File: src/hw/rtl/sbc_pkg.sv
// ----------------------------------------------------------------------------
// sbc_pkg: shared types and constants of the sorted read bin counter
// Field widths, register indexes, item and status codes, and the queue entry
// that travels from the front end to the back end.
// ----------------------------------------------------------------------------
`default_nettype none

package sbc_pkg;

	// Default coordinate width; positions are clipped to this many bits.
	localparam int COORD_BITS_DEF = 32;

	// Fixed field widths.
	localparam int POS_W    = 32;
	localparam int CHROM_W  = 8;
	localparam int SIZE_W   = 24;
	localparam int LEN_W    = 24;
	localparam int PSEUDO_W = 16;
	localparam int SCORE_W  = 32;
	localparam int FUNC_W   = 2;
	localparam int STATUS_W = 2;

	// Configuration port.
	localparam int CFG_IDX_W  = 1;
	localparam int CFG_DATA_W = 24;
	localparam logic [CFG_IDX_W-1:0] CFG_BIN_SIZE     = 1'b0;
	localparam logic [CFG_IDX_W-1:0] CFG_PSEUDO_COUNT = 1'b1;

	localparam logic [SIZE_W-1:0]   BIN_SIZE_RST = 24'd50;
	localparam logic [PSEUDO_W-1:0] PSEUDO_RST   = 16'd0;

	// Input item kinds.
	localparam logic [FUNC_W-1:0] FUNC_READ     = 2'd0;
	localparam logic [FUNC_W-1:0] FUNC_REQUIRED = 2'd1;
	localparam logic [FUNC_W-1:0] FUNC_FLUSH    = 2'd2;
	localparam logic [FUNC_W-1:0] FUNC_NOP      = 2'd3;

	// Result status codes.
	localparam logic [STATUS_W-1:0] STATUS_BIN       = 2'd0;
	localparam logic [STATUS_W-1:0] STATUS_SIZE_ERR  = 2'd1;
	localparam logic [STATUS_W-1:0] STATUS_ORDER_ERR = 2'd2;

	// Depth of the queue between front end and back end.
	localparam int Q_DEPTH = 2;

	// Request class as decided by the front end.
	typedef enum logic [1:0] {
		KIND_READ,
		KIND_REQUIRED,
		KIND_FLUSH,
		KIND_BAD_LEN
	} sbc_kind_t;

	// Front end sequencer states.
	typedef enum logic [1:0] {
		F_IDLE,
		F_DIV,
		F_PUSH
	} sbc_fstate_t;

	// One classified request, ready for the back end.
	typedef struct packed {
		sbc_kind_t          kind;
		logic [CHROM_W-1:0] chrom;
		logic [POS_W-1:0]   pos;       // clipped position
		logic [POS_W-1:0]   bin_base;  // position rounded down to its bin
	} sbc_entry_t;

endpackage

`default_nettype wire

File: src/hw/rtl/sbc_front.sv
// ----------------------------------------------------------------------------
// sbc_front: request intake, classification and bin alignment
// Takes one request, checks the required length, and finds the start of its
// bin with a restoring remainder unit that handles one position bit a cycle.
// ----------------------------------------------------------------------------
`default_nettype none

module sbc_front #(
	parameter int COORD_BITS = sbc_pkg::COORD_BITS_DEF
) (
	input  logic                        clk,
	input  logic                        arst_n,
	input  logic                        in_valid,
	output logic                        in_ready,
	input  logic [sbc_pkg::FUNC_W-1:0]  in_func,
	input  logic [sbc_pkg::CHROM_W-1:0] in_chrom,
	input  logic [sbc_pkg::POS_W-1:0]   in_pos,
	input  logic [sbc_pkg::LEN_W-1:0]   in_len,
	input  logic [sbc_pkg::SIZE_W-1:0]  size_eff,
	output logic                        push,
	input  logic                        full,
	output sbc_pkg::sbc_entry_t         push_entry
);
	import sbc_pkg::*;

	localparam int PW    = (COORD_BITS < POS_W) ? COORD_BITS : POS_W;
	localparam int CNT_W = $clog2(PW);

	sbc_fstate_t        state_q, state_d;
	sbc_kind_t          kind_q, in_kind;
	logic [CHROM_W-1:0] chrom_q;
	logic [PW-1:0]      pos_q;
	logic [SIZE_W-1:0]  rem_q, rem_step;
	logic [CNT_W-1:0]   cnt_q;
	logic [SIZE_W:0]    trial, diff;

	// Classification of the offered request.
	always_comb begin
		unique case (in_func)
			FUNC_READ:     in_kind = KIND_READ;
			FUNC_REQUIRED: in_kind = (in_len != size_eff) ? KIND_BAD_LEN : KIND_REQUIRED;
			FUNC_FLUSH:    in_kind = KIND_FLUSH;
			default:       in_kind = KIND_READ;
		endcase
	end

	// One remainder step: bring in the next position bit, subtract if it fits.
	always_comb begin
		trial    = {rem_q, pos_q[cnt_q]};
		diff     = trial - {1'b0, size_eff};
		rem_step = (trial >= {1'b0, size_eff}) ? diff[SIZE_W-1:0] : trial[SIZE_W-1:0];
	end

	always_comb begin
		state_d  = state_q;
		in_ready = 1'b0;
		push     = 1'b0;
		unique case (state_q)
			F_IDLE: begin
				in_ready = 1'b1;
				if (in_valid) begin
					priority if (in_func == FUNC_NOP) begin
						state_d = F_IDLE;
					end else if (in_kind == KIND_FLUSH || in_kind == KIND_BAD_LEN) begin
						state_d = F_PUSH;
					end else begin
						state_d = F_DIV;
					end
				end
			end
			F_DIV: begin
				if (cnt_q == '0) begin
					state_d = F_PUSH;
				end
			end
			F_PUSH: begin
				push = 1'b1;
				if (!full) begin
					state_d = F_IDLE;
				end
			end
			default: state_d = F_IDLE;
		endcase
	end

	always_ff @(posedge clk or negedge arst_n) begin
		if (!arst_n) begin
			state_q <= F_IDLE;
		end else begin
			state_q <= state_d;
		end
	end

	always_ff @(posedge clk) begin
		if (state_q == F_IDLE && in_valid) begin
			kind_q  <= in_kind;
			chrom_q <= in_chrom;
			pos_q   <= in_pos[PW-1:0];
			rem_q   <= '0;
			cnt_q   <= CNT_W'(PW - 1);
		end else if (state_q == F_DIV) begin
			rem_q <= rem_step;
			cnt_q <= cnt_q - CNT_W'(1);
		end
	end

	// The remainder never exceeds the position, so it fits in PW bits.
	always_comb begin
		push_entry.kind     = kind_q;
		push_entry.chrom    = chrom_q;
		push_entry.pos      = POS_W'(pos_q);
		push_entry.bin_base = POS_W'(pos_q - PW'(rem_q));
	end

endmodule

`default_nettype wire

File: src/hw/rtl/sbc_fifo.sv
// ----------------------------------------------------------------------------
// sbc_fifo: short queue of classified requests
// Decouples the alignment unit from the bin state update.
// ----------------------------------------------------------------------------
`default_nettype none

module sbc_fifo (
	input  logic                clk,
	input  logic                arst_n,
	input  logic                push,
	input  sbc_pkg::sbc_entry_t wr_entry,
	output logic                full,
	input  logic                pop,
	output logic                rd_valid,
	output sbc_pkg::sbc_entry_t rd_entry
);
	import sbc_pkg::*;

	localparam int PTR_W = (Q_DEPTH > 1) ? $clog2(Q_DEPTH) : 1;
	localparam int CNT_W = $clog2(Q_DEPTH + 1);

	sbc_entry_t       mem_q [Q_DEPTH];
	logic [PTR_W-1:0] wr_ptr_q, rd_ptr_q;
	logic [CNT_W-1:0] cnt_q;
	logic             do_push, do_pop;

	assign full     = (cnt_q == CNT_W'(Q_DEPTH));
	assign rd_valid = (cnt_q != '0);
	assign rd_entry = mem_q[rd_ptr_q];
	assign do_push  = push && !full;
	assign do_pop   = pop && rd_valid;

	always_ff @(posedge clk or negedge arst_n) begin
		if (!arst_n) begin
			wr_ptr_q <= '0;
			rd_ptr_q <= '0;
			cnt_q    <= '0;
		end else begin
			if (do_push) begin
				wr_ptr_q <= (wr_ptr_q == PTR_W'(Q_DEPTH - 1)) ? '0 : wr_ptr_q + PTR_W'(1);
			end
			if (do_pop) begin
				rd_ptr_q <= (rd_ptr_q == PTR_W'(Q_DEPTH - 1)) ? '0 : rd_ptr_q + PTR_W'(1);
			end
			if (do_push && !do_pop) begin
				cnt_q <= cnt_q + CNT_W'(1);
			end else if (do_pop && !do_push) begin
				cnt_q <= cnt_q - CNT_W'(1);
			end
		end
	end

	always_ff @(posedge clk) begin
		if (do_push) begin
			mem_q[wr_ptr_q] <= wr_entry;
		end
	end

endmodule

`default_nettype wire

File: src/hw/rtl/sbc_back.sv
// ----------------------------------------------------------------------------
// sbc_back: open bin state and result register
// Applies one classified request a cycle to the open bin, unless a held result
// stalls it, and loads closed bins and error reports into the output register.
// ----------------------------------------------------------------------------
`default_nettype none

module sbc_back #(
	parameter int COORD_BITS = sbc_pkg::COORD_BITS_DEF
) (
	input  logic                         clk,
	input  logic                         arst_n,
	input  logic                         q_valid,
	input  sbc_pkg::sbc_entry_t          q_entry,
	output logic                         q_pop,
	input  logic [sbc_pkg::SIZE_W-1:0]   size_eff,
	input  logic [sbc_pkg::PSEUDO_W-1:0] pseudo,
	output logic                         out_valid,
	input  logic                         out_ready,
	output logic [sbc_pkg::CHROM_W-1:0]  out_chrom,
	output logic [sbc_pkg::POS_W-1:0]    bin_start,
	output logic [sbc_pkg::POS_W-1:0]    bin_end,
	output logic [sbc_pkg::SCORE_W-1:0]  score,
	output logic [sbc_pkg::STATUS_W-1:0] status
);
	import sbc_pkg::*;

	localparam int PW = (COORD_BITS < POS_W) ? COORD_BITS : POS_W;
	localparam int EW = ((PW > SIZE_W) ? PW : SIZE_W) + 1;

	// Open bin state.
	logic               open_q, open_d;
	logic [CHROM_W-1:0] chrom_q, chrom_d;
	logic [PW-1:0]      start_q, start_d;
	logic [SCORE_W-1:0] count_q, count_d;
	logic               req_q, req_d;

	// Output register.
	logic                out_valid_q;
	logic [CHROM_W-1:0]  o_chrom_q, e_chrom;
	logic [POS_W-1:0]    o_start_q, e_start;
	logic [POS_W-1:0]    o_end_q, e_end;
	logic [SCORE_W-1:0]  o_score_q, e_score;
	logic [STATUS_W-1:0] o_status_q, e_status;

	logic             take, emit, qualifies, same_bin_chrom;
	logic [PW-1:0]    e_pos, e_base, end_sat;
	logic [EW-1:0]    end_sum;
	logic [SCORE_W:0] score_sum;
	logic [SCORE_W-1:0] score_sat;

	assign take  = q_valid && (!out_valid_q || out_ready);
	assign q_pop = take;

	assign e_pos  = q_entry.pos[PW-1:0];
	assign e_base = q_entry.bin_base[PW-1:0];

	// Closing figures of the open bin, both saturating.
	assign end_sum   = EW'(start_q) + EW'(size_eff);
	assign end_sat   = (end_sum > EW'({PW{1'b1}})) ? {PW{1'b1}} : end_sum[PW-1:0];
	assign score_sum = {1'b0, count_q} + (SCORE_W + 1)'(pseudo);
	assign score_sat = score_sum[SCORE_W] ? {SCORE_W{1'b1}} : score_sum[SCORE_W-1:0];

	assign qualifies      = open_q && (count_q != '0 || req_q);
	assign same_bin_chrom = open_q && (q_entry.chrom == chrom_q);

	always_comb begin
		open_d   = open_q;
		chrom_d  = chrom_q;
		start_d  = start_q;
		count_d  = count_q;
		req_d    = req_q;
		emit     = 1'b0;
		e_chrom  = chrom_q;
		e_start  = POS_W'(start_q);
		e_end    = POS_W'(end_sat);
		e_score  = score_sat;
		e_status = STATUS_BIN;
		if (take) begin
			priority if (q_entry.kind == KIND_FLUSH) begin
				emit    = qualifies;
				open_d  = 1'b0;
				chrom_d = '0;
				start_d = '0;
				count_d = '0;
				req_d   = 1'b0;
			end else if (q_entry.chrom < chrom_q) begin
				emit     = 1'b1;
				e_chrom  = q_entry.chrom;
				e_start  = POS_W'(e_pos);
				e_end    = '0;
				e_score  = '0;
				e_status = STATUS_ORDER_ERR;
			end else if (q_entry.kind == KIND_BAD_LEN) begin
				emit     = 1'b1;
				e_chrom  = q_entry.chrom;
				e_start  = POS_W'(e_pos);
				e_end    = '0;
				e_score  = '0;
				e_status = STATUS_SIZE_ERR;
			end else if (same_bin_chrom && e_base < start_q) begin
				// Falls in an earlier bin: consumed without effect.
			end else if (same_bin_chrom && e_base == start_q) begin
				if (q_entry.kind == KIND_READ) begin
					count_d = (count_q != {SCORE_W{1'b1}}) ? count_q + SCORE_W'(1) : count_q;
				end else begin
					req_d = 1'b1;
				end
			end else begin
				emit    = qualifies;
				open_d  = 1'b1;
				chrom_d = q_entry.chrom;
				start_d = e_base;
				count_d = (q_entry.kind == KIND_READ) ? SCORE_W'(1) : '0;
				req_d   = (q_entry.kind == KIND_REQUIRED);
			end
		end
	end

	always_ff @(posedge clk or negedge arst_n) begin
		if (!arst_n) begin
			open_q      <= 1'b0;
			chrom_q     <= '0;
			start_q     <= '0;
			count_q     <= '0;
			req_q       <= 1'b0;
			out_valid_q <= 1'b0;
		end else begin
			open_q  <= open_d;
			chrom_q <= chrom_d;
			start_q <= start_d;
			count_q <= count_d;
			req_q   <= req_d;
			if (take && emit) begin
				out_valid_q <= 1'b1;
			end else if (out_ready) begin
				out_valid_q <= 1'b0;
			end
		end
	end

	always_ff @(posedge clk) begin
		if (take && emit) begin
			o_chrom_q  <= e_chrom;
			o_start_q  <= e_start;
			o_end_q    <= e_end;
			o_score_q  <= e_score;
			o_status_q <= e_status;
		end
	end

	assign out_valid = out_valid_q;
	assign out_chrom = o_chrom_q;
	assign bin_start = o_start_q;
	assign bin_end   = o_end_q;
	assign score     = o_score_q;
	assign status    = o_status_q;

endmodule

`default_nettype wire

File: src/hw/rtl/sorted_read_bin_counter.sv
// ----------------------------------------------------------------------------
// sorted_read_bin_counter: fixed-width read binning over a sorted stream
// Counts read starts into zero-aligned bins of a programmable width and
// emits each closed bin that holds reads or was marked required.
// ----------------------------------------------------------------------------
//
// Channel   Direction  Handshake           Contents
// s_*       in         s_tvalid/s_tready   read, required bin or flush request
// m_*       out        m_tvalid/m_tready   closed bin or error report
// cfg_*     in         cfg_we              bin_size (index 0), pseudo_count (index 1)
//
// A read or required request holds the front end while the remainder unit rounds
// the position down to its bin one bit a cycle. Flush and length-error requests
// go straight to the push step, and the unused request kind is dropped at intake.
// The back end applies one queued request a cycle unless a result waits on
// m_tready; a full two-entry queue holds the front end in its push step.
// Reset is asynchronous and needs no clearing pass; the block is ready at once.
//
`default_nettype none

module sorted_read_bin_counter #(
	parameter int COORD_BITS = sbc_pkg::COORD_BITS_DEF
) (
	input  logic                           clk,
	input  logic                           arst_n,
	// Request stream.
	input  logic                           s_tvalid,
	output logic                           s_tready,
	input  logic [63:0]                    s_tdata,   // chrom_id, position, region_len
	input  logic [sbc_pkg::FUNC_W-1:0]     s_tuser,   // func
	// Result stream.
	output logic                           m_tvalid,
	input  logic                           m_tready,
	output logic [103:0]                   m_tdata,   // out_chrom, bin_start, bin_end, score
	output logic [sbc_pkg::STATUS_W-1:0]   m_tuser,   // status
	// Configuration writes.
	input  logic                           cfg_we,
	input  logic [sbc_pkg::CFG_IDX_W-1:0]  cfg_index,
	input  logic [sbc_pkg::CFG_DATA_W-1:0] cfg_data
);
	import sbc_pkg::*;

	// Configuration registers; the user must write them only while the block is idle, which the block does not enforce.
	logic [SIZE_W-1:0]   bin_size_q;
	logic [PSEUDO_W-1:0] pseudo_q;
	logic [SIZE_W-1:0]   size_eff;

	always_ff @(posedge clk or negedge arst_n) begin
		if (!arst_n) begin
			bin_size_q <= BIN_SIZE_RST;
			pseudo_q   <= PSEUDO_RST;
		end else if (cfg_we) begin
			unique case (cfg_index)
				CFG_BIN_SIZE:     bin_size_q <= cfg_data[SIZE_W-1:0];
				CFG_PSEUDO_COUNT: pseudo_q   <= cfg_data[PSEUDO_W-1:0];
				default:          ;
			endcase
		end
	end

	// A bin size of zero behaves as a size of one.
	assign size_eff = (bin_size_q == '0) ? SIZE_W'(1) : bin_size_q;

	// Front end: intake, length check and bin alignment.
	logic       q_push, q_full, q_pop, q_valid;
	sbc_entry_t q_wr_entry, q_rd_entry;

	sbc_front #(
		.COORD_BITS (COORD_BITS)
	) u_front (
		.clk        (clk),
		.arst_n     (arst_n),
		.in_valid   (s_tvalid),
		.in_ready   (s_tready),
		.in_func    (s_tuser),
		.in_chrom   (s_tdata[7:0]),
		.in_pos     (s_tdata[39:8]),
		.in_len     (s_tdata[63:40]),
		.size_eff   (size_eff),
		.push       (q_push),
		.full       (q_full),
		.push_entry (q_wr_entry)
	);

	sbc_fifo u_fifo (
		.clk      (clk),
		.arst_n   (arst_n),
		.push     (q_push),
		.wr_entry (q_wr_entry),
		.full     (q_full),
		.pop      (q_pop),
		.rd_valid (q_valid),
		.rd_entry (q_rd_entry)
	);

	// Back end: bin state and the output register.
	logic [CHROM_W-1:0]  out_chrom;
	logic [POS_W-1:0]    bin_start, bin_end;
	logic [SCORE_W-1:0]  score;

	sbc_back #(
		.COORD_BITS (COORD_BITS)
	) u_back (
		.clk       (clk),
		.arst_n    (arst_n),
		.q_valid   (q_valid),
		.q_entry   (q_rd_entry),
		.q_pop     (q_pop),
		.size_eff  (size_eff),
		.pseudo    (pseudo_q),
		.out_valid (m_tvalid),
		.out_ready (m_tready),
		.out_chrom (out_chrom),
		.bin_start (bin_start),
		.bin_end   (bin_end),
		.score     (score),
		.status    (m_tuser)
	);

	assign m_tdata = {score, bin_end, bin_start, out_chrom};

endmodule

`default_nettype wire

File: config.mk
export PLATFORM = sky130hd
export DESIGN_NAME = sorted_read_bin_counter
export DESIGN_NICKNAME = d
export VERILOG_FILES = /design/src/hw/rtl/sbc_pkg.sv /design/src/hw/rtl/sbc_front.sv /design/src/hw/rtl/sbc_fifo.sv /design/src/hw/rtl/sbc_back.sv /design/src/hw/rtl/sorted_read_bin_counter.sv
export SDC_FILE = /design/constraint.sdc
export NUM_CORES = 1
export LEC_CHECK = 0
export ABC_AREA = 1
export BUFFER_PORTS_ARGS = -buffer_cell sky130_fd_sc_hd__buf_2
export CORE_MARGIN = 4
export CORE_UTILIZATION = 45
export CTS_CLUSTER_DIAMETER = 40
export DETAILED_ROUTE_END_ITERATION = 8
export GPL_TIMING_DRIVEN = 0
export PLACE_DENSITY = 0.71
export SETUP_SLACK_MARGIN = 0.15
export SLEW_MARGIN = 20
export SYNTH_ARGS = -nofsm -noshare
export SYNTH_HDL_FRONTEND = slang
export SYNTH_SLANG_ARGS = --single-unit
export TNS_END_PERCENT = 1
File: constraint.sdc
create_clock -name clk -period 10.6 [get_ports clk]
set_clock_uncertainty 0.2 [all_clocks]
set_input_delay 1.06 -clock clk [delete_from_list [all_inputs] [get_ports clk]]
set_output_delay 1.06 -clock clk [all_outputs]
set_load 0.01 [all_outputs]
==> results.py, run 1 <==
metrics = {
    "route": {
        "drc": 0,
        "via_count": 20900,
        "dr.pass1.iters": 6,
        "avgRoutedWirePerCell_um": 19.8,
        "wirelength_mm": 75.4,
        "drt-initial-drc-count": 2084,
        "vias_per_cell": 5.47,
        "detail-route-antenna-nets": 0,
    },
    "synthesis": {
        "synthDistinctLibCells": 57,
        "async_reset_ff_frac": 0.271,
        "postSynthAreaPerCell_um2": 9.02,
        "yosysSeqAreaShare": 0.502,
        "synthesis.nets": 2995,
        "ys_warn_count": 0,
        "synth_ff_type": "edfxtp_1",
        "syn_inst": 2759,
        "synth_edf_count": 296,
        "mappedNetlistArea_mm2": 0.0249,
        "synth-seq-cells": 446,
    },
    "run_status": {
        "status": "finished, final reports clean",
    },
    "clock_tree": {
        "cts_root_buffer": "clkbuf_16",
        "cts_resized": 0,
        "cts_inserted_buffers": 77,
        "insertion_delay_ns": 0.61,
        "clkTransAtPathRegs_ns": 0.06,
        "htreeDepth": 3,
        "postCtsHoldBufs": 0,
        "post_cts_buffers": 0,
        "cts.path.max_buffers": 3,
        "tritoncts": "yes",
        "clock-sinks": 446,
    },
    "global_route": {
        "grt_pass1_vias": 19700,
        "use_met2": 0.388,
        "grt_pass1_wl_mm": 115,
        "met3_usage": 0.0450,
        "grt_start_max_net_pins": 74,
        "grtUsageTotal": 0.250,
        "antenna_found_initial": 1,
        "globalRouteMet1Util": 0.350,
        "grt-busiest-layer": "met2",
        "gr-total-overflow": 0,
    },
    "power_and_ir_drop": {
        "power_leakage_nw": 12.7,
        "switching_power_mw": 4.35,
        "fin_total_pwr_mw": 10.2,
        "seq_power_share": 0.307,
        "intPower_mw": 5.85,
        "combPwrFrac": 0.449,
        "p_sw_frac": 0.426,
        "worst_ir_drop_vdd_mv": 0.159,
        "p_per_area_mw_per_mm2": 343,
        "p_clk_frac": 0.244,
    },
    "layout": {
        "final_nets": 3289,
        "final_common_cell": "nand2_1",
        "design_area_mm2": 0.0297,
        "fillers": 4833,
        "seq_area_mm2": 0.0125,
        "syn_to_final_growth_pct": 19.4,
        "antenna_cells": 0,
        "most-common-layout-cells": "493 x nand2_1, 343 x inv_1, 296 x edfxtp_1",
        "multi_input_area_mm2": 0.0107,
        "drive_above_1_share": 0.149,
    },
    "min_path": {
        "hp-class": "primary input to asynchronous set/reset pin",
    },
    "job": {
        "maxCapViolCount": 0,
    },
    "floorplan": {
        "die_h_um": 243,
        "floorplan.initialDensity": 0.459,
        "ioPinCount": 204,
        "rows": 85,
        "core_area_mm2": 0.0542,
        "die-area_mm2": 0.0591,
        "die_width_um": 243,
    },
    "worst_setup_path": {
        "reg2reg_from": "u_fifo.rd_ptr_q$_DFFE_PN0P_",
        "reg2reg_slack_ns": 4.82,
        "worstPathRequired_ns": 10.69,
        "cp.arrival_ns": 5.87,
        "crit_start": "u_fifo.rd_ptr_q$_DFFE_PN0P_",
        "reg2reg_depth": 19,
        "crit_type": "flip-flop to flip-flop",
        "cp-end-kind": "flip-flop",
        "r2r_end": "u_back.bin_end[24]$_DFFE_PP_",
        "start_kind": "flip-flop",
        "crit_fanout": 28,
    },
    "timing": {
        "hold_viol_final": 0,
        "rsz0062_at_grt": "false",
        "worst_pin_slew_ns": 1.04,
        "relSlewSlack": 0.308,
        "fmax_mhz": 173,
        "fin_crit_sh": 0.545,
        "slew_viol_final": 0,
        "finalSetupViolations": 0,
        "period_needed_ns": 5.78,
        "whs_ns": 0.131,
    },
    "placement": {
        "place_area_mm2": 0.0271,
        "port_buffers": 203,
        "gp_congestion": 0.966,
        "dp.final_hpwl_mm": 57.8,
    },
}
critical path, stage by stage (launching register included):
cell and delay [ns]:
dfrtp_1 0.39, buf_4 0.29, clkbuf_1 0.60, nand2_1 0.10, nand2_1 0.14, ha_1 0.25, a21oi_1 0.13, nor2_1 0.05
a211oi_1 0.22, nand2_1 0.16, nand2_1 0.14, nand2_2 0.07, nor2_1 0.15, clkbuf_1 0.80, buf_2 0.41, a31oi_1 0.15
nor2_4 0.50, buf_16 0.24, buf_12 0.20, buf_12 0.20
Yosys cell counts, drive strengths merged (50+ instances only):
cell / count / area, um2
inv: 349 / 1310
nor2: 263 / 1020
dfrtp: 118 / 2950
a21oi: 231 / 1160
xnor2: 64 / 561
clkbuf: 75 / 282
edfxtp: 296 / 8890
a31oi: 50 / 313
xor2: 67 / 587
ha: 136 / 1700
nor3: 52 / 265
o21ai: 225 / 1130
nand3: 86 / 448
nand2: 496 / 1870
layout make-up:
type,count,share of cell area
timing repair buffer,215,0.0441
inverter,349,0.0442
buffer,98,0.0146
multi-input combinational,1866,0.359
sequential,446,0.421
clock buffer,84,0.0682
tap,696,0.0293
clock inverter,59,0.0200
power by group through the flow:
stage                     logic, mW  registers [mW]  clock network, mW
after global routing           5.05            3.19               2.60
final                          4.57            3.13               2.49
after detailed placement       4.50            3.15                  0
after floorplan                2.84            3.21                  0
after global placement         4.28            3.25                  0
after CTS                      4.55            3.13               2.52
cells by family (layout without fill, tap and decap cells):
family          Yosys count  in the layout  share of synthesized area
buf+inv                 447            805                     0.0700
compound gates          587            587                      0.135
mux                       3              3                    0.00171
simple gates           1005           1005                      0.174
flops                   446            446                      0.502
xor+xnor                131            131                     0.0461
fa+ha+maj               140            140                     0.0716
through the flow:
stage	util	instances	setup TNS, ns	setup slack (ns)
floorplan	-	2759	0	2.92
global placement	0.494	3658	-113.15	-1.09
detailed placement	0.500	3670	0	4.90
CTS	0.548	3813	0	4.87
global route	0.548	3813	0	4.56
finish	0.548	3813	0	4.82
layer usage:
metal  part of all wire  up-vias
met4              0.041        0
met3              0.080      163
met5                  0        -
met1               0.43     9841
li1                   -     9993
met2               0.45      874
sequential cells by signal, summed over array words and instances, names as in the netlist, 32 cells and up:
register and count:
u_back.bin_start 32, u_back.score 32, u_back.bin_end 32, u_fifo.mem_q 148, u_back.start_q 32, u_back.count_q 32, u_front.pos_q 32
worst max path at each step:
stage,to,slack (ns),depth (start not counted)
finish,u_back.bin_end[24]$_DFFE_PP_,4.82,19
global route,u_back.bin_end[24]$_DFFE_PP_,4.56,19
CTS,u_back.bin_end[24]$_DFFE_PP_,4.87,19
detailed placement,u_back.bin_start[15]$_DFFE_PP_,4.90,19
global placement,u_back.bin_start[12]$_DFFE_PP_,-1.09,16
floorplan,u_back.bin_end[0]$_DFFE_PP_,2.92,16
Note: power is estimated with default switching activity, not from simulation.
==> run 2, diff against run 1 <==
--- a/config.mk
+++ b/config.mk
@@ -5,14 +5,14 @@
 export SDC_FILE = /design/constraint.sdc
 export NUM_CORES = 1
 export LEC_CHECK = 0
-export ABC_AREA = 1
+export ABC_AREA = 0
 export BUFFER_PORTS_ARGS = -buffer_cell sky130_fd_sc_hd__buf_2
 export CORE_MARGIN = 4
 export CORE_UTILIZATION = 45
 export CTS_CLUSTER_DIAMETER = 40
 export DETAILED_ROUTE_END_ITERATION = 8
 export GPL_TIMING_DRIVEN = 0
-export PLACE_DENSITY = 0.71
+export PLACE_DENSITY = 0.73
 export SETUP_SLACK_MARGIN = 0.15
 export SLEW_MARGIN = 20
 export SYNTH_ARGS = -nofsm -noshare
==> constraint.sdc (replaced) <==
create_clock -name clk -period 4.9 [get_ports clk]
set_clock_uncertainty 0.2 [all_clocks]
set_input_delay 0.49 -clock clk [delete_from_list [all_inputs] [get_ports clk]]
set_output_delay 0.49 -clock clk [all_outputs]
set_load 0.01 [all_outputs]
==> run 2 against run 1 <==
Clock-buffer cell count fell by 2. Non-clock buffer count rose by 86. Die area fell by 4.4%. Global-route usage fell by 0.97 points. Synthesized area fell by 4.5%. Sequential cell count did not move. Largest power group unchanged.
==> results.py, run 2 <==
metrics = {
    "run_status": {
        "status": "finished, final reports clean",
    },
    "power_and_ir_drop": {
        "worst_ir_drop_vdd_mv": 0.317,
        "p_per_area_mw_per_mm2": 694,
        "power_leakage_nw": 12.1,
    },
    "global_route": {
        "grtUsageTotal": 0.241,
        "grt_pass1_wl_mm": 106,
        "grt_pass1_vias": 18400,
        "antenna_found_initial": 1,
        "grt_start_max_net_pins": 92,
        "gr-total-overflow": 0,
    },
    "route": {
        "vias_per_cell": 5.70,
        "detail-route-antenna-nets": 0,
        "wirelength_mm": 69.7,
        "dr.pass1.iters": 6,
        "drc": 0,
        "avgRoutedWirePerCell_um": 21.4,
        "via_count": 18600,
        "drt-initial-drc-count": 1382,
    },
    "timing": {
        "hold_viol_final": 0,
        "worst_slack_ns": 0.205,
        "period_needed_ns": 4.70,
        "whs_ns": 0.0586,
        "final.setup.tns_ns": 0,
        "fin_crit_sh": 0.958,
        "slew_viol_final": 0,
        "relSlewSlack": 0.390,
        "finalSetupViolations": 0,
        "fmax_mhz": 213,
        "rsz0062_at_grt": "true",
        "worst_pin_slew_ns": 0.915,
    },
    "worst_setup_path": {
        "reg2reg_depth": 16,
        "reg2reg_slack_ns": 0.20,
        "crit_start": "bin_size_q[2]$_DFFE_PN0P_",
        "crit_path_end": "u_back.bin_end[28]$_DFFE_PP_",
        "crit_fanout": 4,
        "cp.arrival_ns": 4.83,
        "r2r_end": "u_back.bin_end[28]$_DFFE_PP_",
        "reg2reg_from": "bin_size_q[2]$_DFFE_PN0P_",
        "crit_type": "flip-flop to flip-flop",
        "start_kind": "flip-flop",
        "worstPathRequired_ns": 5.04,
        "cp-end-kind": "flip-flop",
    },
    "layout": {
        "drive_above_1_share": 0.204,
        "final_nets": 2753,
        "top_register": "u_fifo.mem_q",
        "largest_register_ffs": 148,
        "final_common_cell": "edfxtp_1",
        "most-common-layout-cells": "296 x edfxtp_1, 213 x buf_2, 156 x nand2_1",
        "syn_to_final_growth_pct": 23.5,
        "fillers": 4237,
        "design_area_mm2": 0.0293,
    },
    "min_path": {
        "min_from": "m_tready",
        "hp-class": "primary input to flip-flop",
    },
    "clock_tree": {
        "clkTransAtPathRegs_ns": 0.06,
        "insertion_delay_ns": 0.61,
        "clock-sinks": 446,
        "cts.path.max_buffers": 3,
        "cts_inserted_buffers": 72,
        "tritoncts": "yes",
        "cts_root_buffer": "clkbuf_16",
        "htreeDepth": 3,
    },
    "placement": {
        "dp_worst_setup_slack_ns": -1.12,
        "place_area_mm2": 0.0259,
        "gp_congestion": 0.942,
        "port_buffers": 203,
        "dp.final_hpwl_mm": 52.1,
    },
    "synthesis": {
        "yosysSeqAreaShare": 0.526,
        "postSynthAreaPerCell_um2": 11.0,
        "mappedNetlistArea_mm2": 0.0238,
        "synth_top_area_share": 0.374,
        "synth_largest_area_cell": "edfxtp_1",
        "synth_edf_count": 296,
        "synthDistinctLibCells": 77,
        "ys_warn_count": 0,
        "async_reset_ff_frac": 0.271,
        "synthesis.nets": 2392,
        "synth-seq-cells": 446,
        "syn_inst": 2156,
        "synth_ff_type": "edfxtp_1",
        "synth_commonest_cells": "296 x edfxtp_1, 160 x a21oi_1, 156 x nand2_1",
        "yosysMostFrequentCell": "edfxtp_1",
        "yosys-top-cells-area": "edfxtp_1 37%, dfrtp_1 12%, ha_1 7.2%, a21oi_1 3.4%, mux2i_1 2.8%",
    },
    "floorplan": {
        "core_area_mm2": 0.0518,
        "ioPinCount": 204,
        "floorplan.initialDensity": 0.459,
        "rows": 83,
        "die_width_um": 238,
        "die_h_um": 238,
        "die-area_mm2": 0.0565,
    },
    "job": {
        "maxCapViolCount": 0,
    },
}
## run 2: changes by cell type after synthesis, moves of 23 or more
cell / delta
nand2_1: -337
inv_1: -197
nor2_1: -131
o21ai_0: -82
a21oi_1: -71
mux2i_1: +65
mux2_2: +56
a31oi_1: -35
a21o_1: +33
a31o_2: +33
nand3_1: -32
o22ai_2: -29
or2_2: -26
nand4_1: -23
## run 2: logic make-up (layout without fill, tap and decap cells)
| group | after synthesis | count (layout) | share of synthesized area |
|---|---|---|---|
| xor+xnor | 131 | 131 | 0.0483 |
| simple gates | 542 | 542 | 0.112 |
| flops | 446 | 446 | 0.526 |
| fa+ha+maj | 140 | 140 | 0.0750 |
| compound gates | 506 | 506 | 0.132 |
| other cells | 0 | 1 | 0 |
| mux | 133 | 133 | 0.0642 |
| buf+inv | 258 | 675 | 0.0422 |
## run 2: per-layer routing
| layer | GRT usage | up-vias | wire length (um) |
|---|---|---|---|
| li1 | - | 8638 | - |
| met1 | 0.318 | 9067 | 28900 |
| met2 | 0.391 | 700 | 32900 |
| met3 | 0.0408 | 156 | 4930 |
| met4 | 0.109 | 0 | 3060 |
| met5 | 0 | - | 0 |
## run 2: final cells by class
type	instances	area [um2]	area share
clock inverter	48	628	0.0214
timing repair buffer	287	1960	0.0668
clock buffer	82	1870	0.0637
sequential	446	12500	0.426
antenna	1	2.50	0.0000853
inverter	146	554	0.0189
multi-input combinational	1452	10500	0.356
buffer	112	520	0.0177
tap	680	851	0.0290
## run 2: timing repair
action                                  CTS  global route
endpoints found under the setup margin  289           191
endpoints found under the hold margin   196             0
buffers inserted                          3             8
gates cloned                              0             0
pin swaps                                 1             5
gates resized for setup                  49            25
hold buffers                             65             0
## run 2: through the flow
step                instances   util  total power [mW]
floorplan                2156      -              11.8
global placement         3039  0.495              14.4
detailed placement       3047  0.499              14.7
CTS                      3245  0.564              20.2
global route             3253  0.566              21.5
finish                   3254  0.566              20.4
## run 2: worst min-delay path by stage
stage | endpoint | cells past startpoint
floorplan | bin_size_q[0]$_DFFE_PN0P_ | 0
global placement | u_fifo.mem_q[1][68]$_DFFE_PP_ | 0
detailed placement | u_back.chrom_q[1]$_DFFE_PN0P_ | 1
CTS | u_back.out_valid$_DFFE_PN0P_ | 3
global route | u_back.out_valid$_DFFE_PN0P_ | 3
finish | u_back.out_valid$_DFFE_PN0P_ | 3
## run 2: critical path, cell delays in order, from the launching register on
cell and delay (ns):
dfrtp_1 0.45, nor4_2 0.30, nand4_1 0.20, o21bai_4 0.20, ha_1 0.23, inv_1 0.07
fa_1 0.40, nor2b_1 0.18, o31a_1 0.19, o31a_1 0.25, o2111ai_1 0.14, and3_1 0.25
a211o_1 0.37, a31oi_4 0.28, buf_4 0.17, a31oi_1 0.09, a311oi_1 0.48
## run 2: report_power, final
| group | switching [mW] | leakage [nW] | internal, mW |
|---|---|---|---|
| logic | 5.46 | 6.33 | 3.45 |
| clock network | 1.86 | 1.21 | 3.37 |
| registers | 0.654 | 4.56 | 5.57 |
| total | 7.97 | 12.1 | 12.4 |
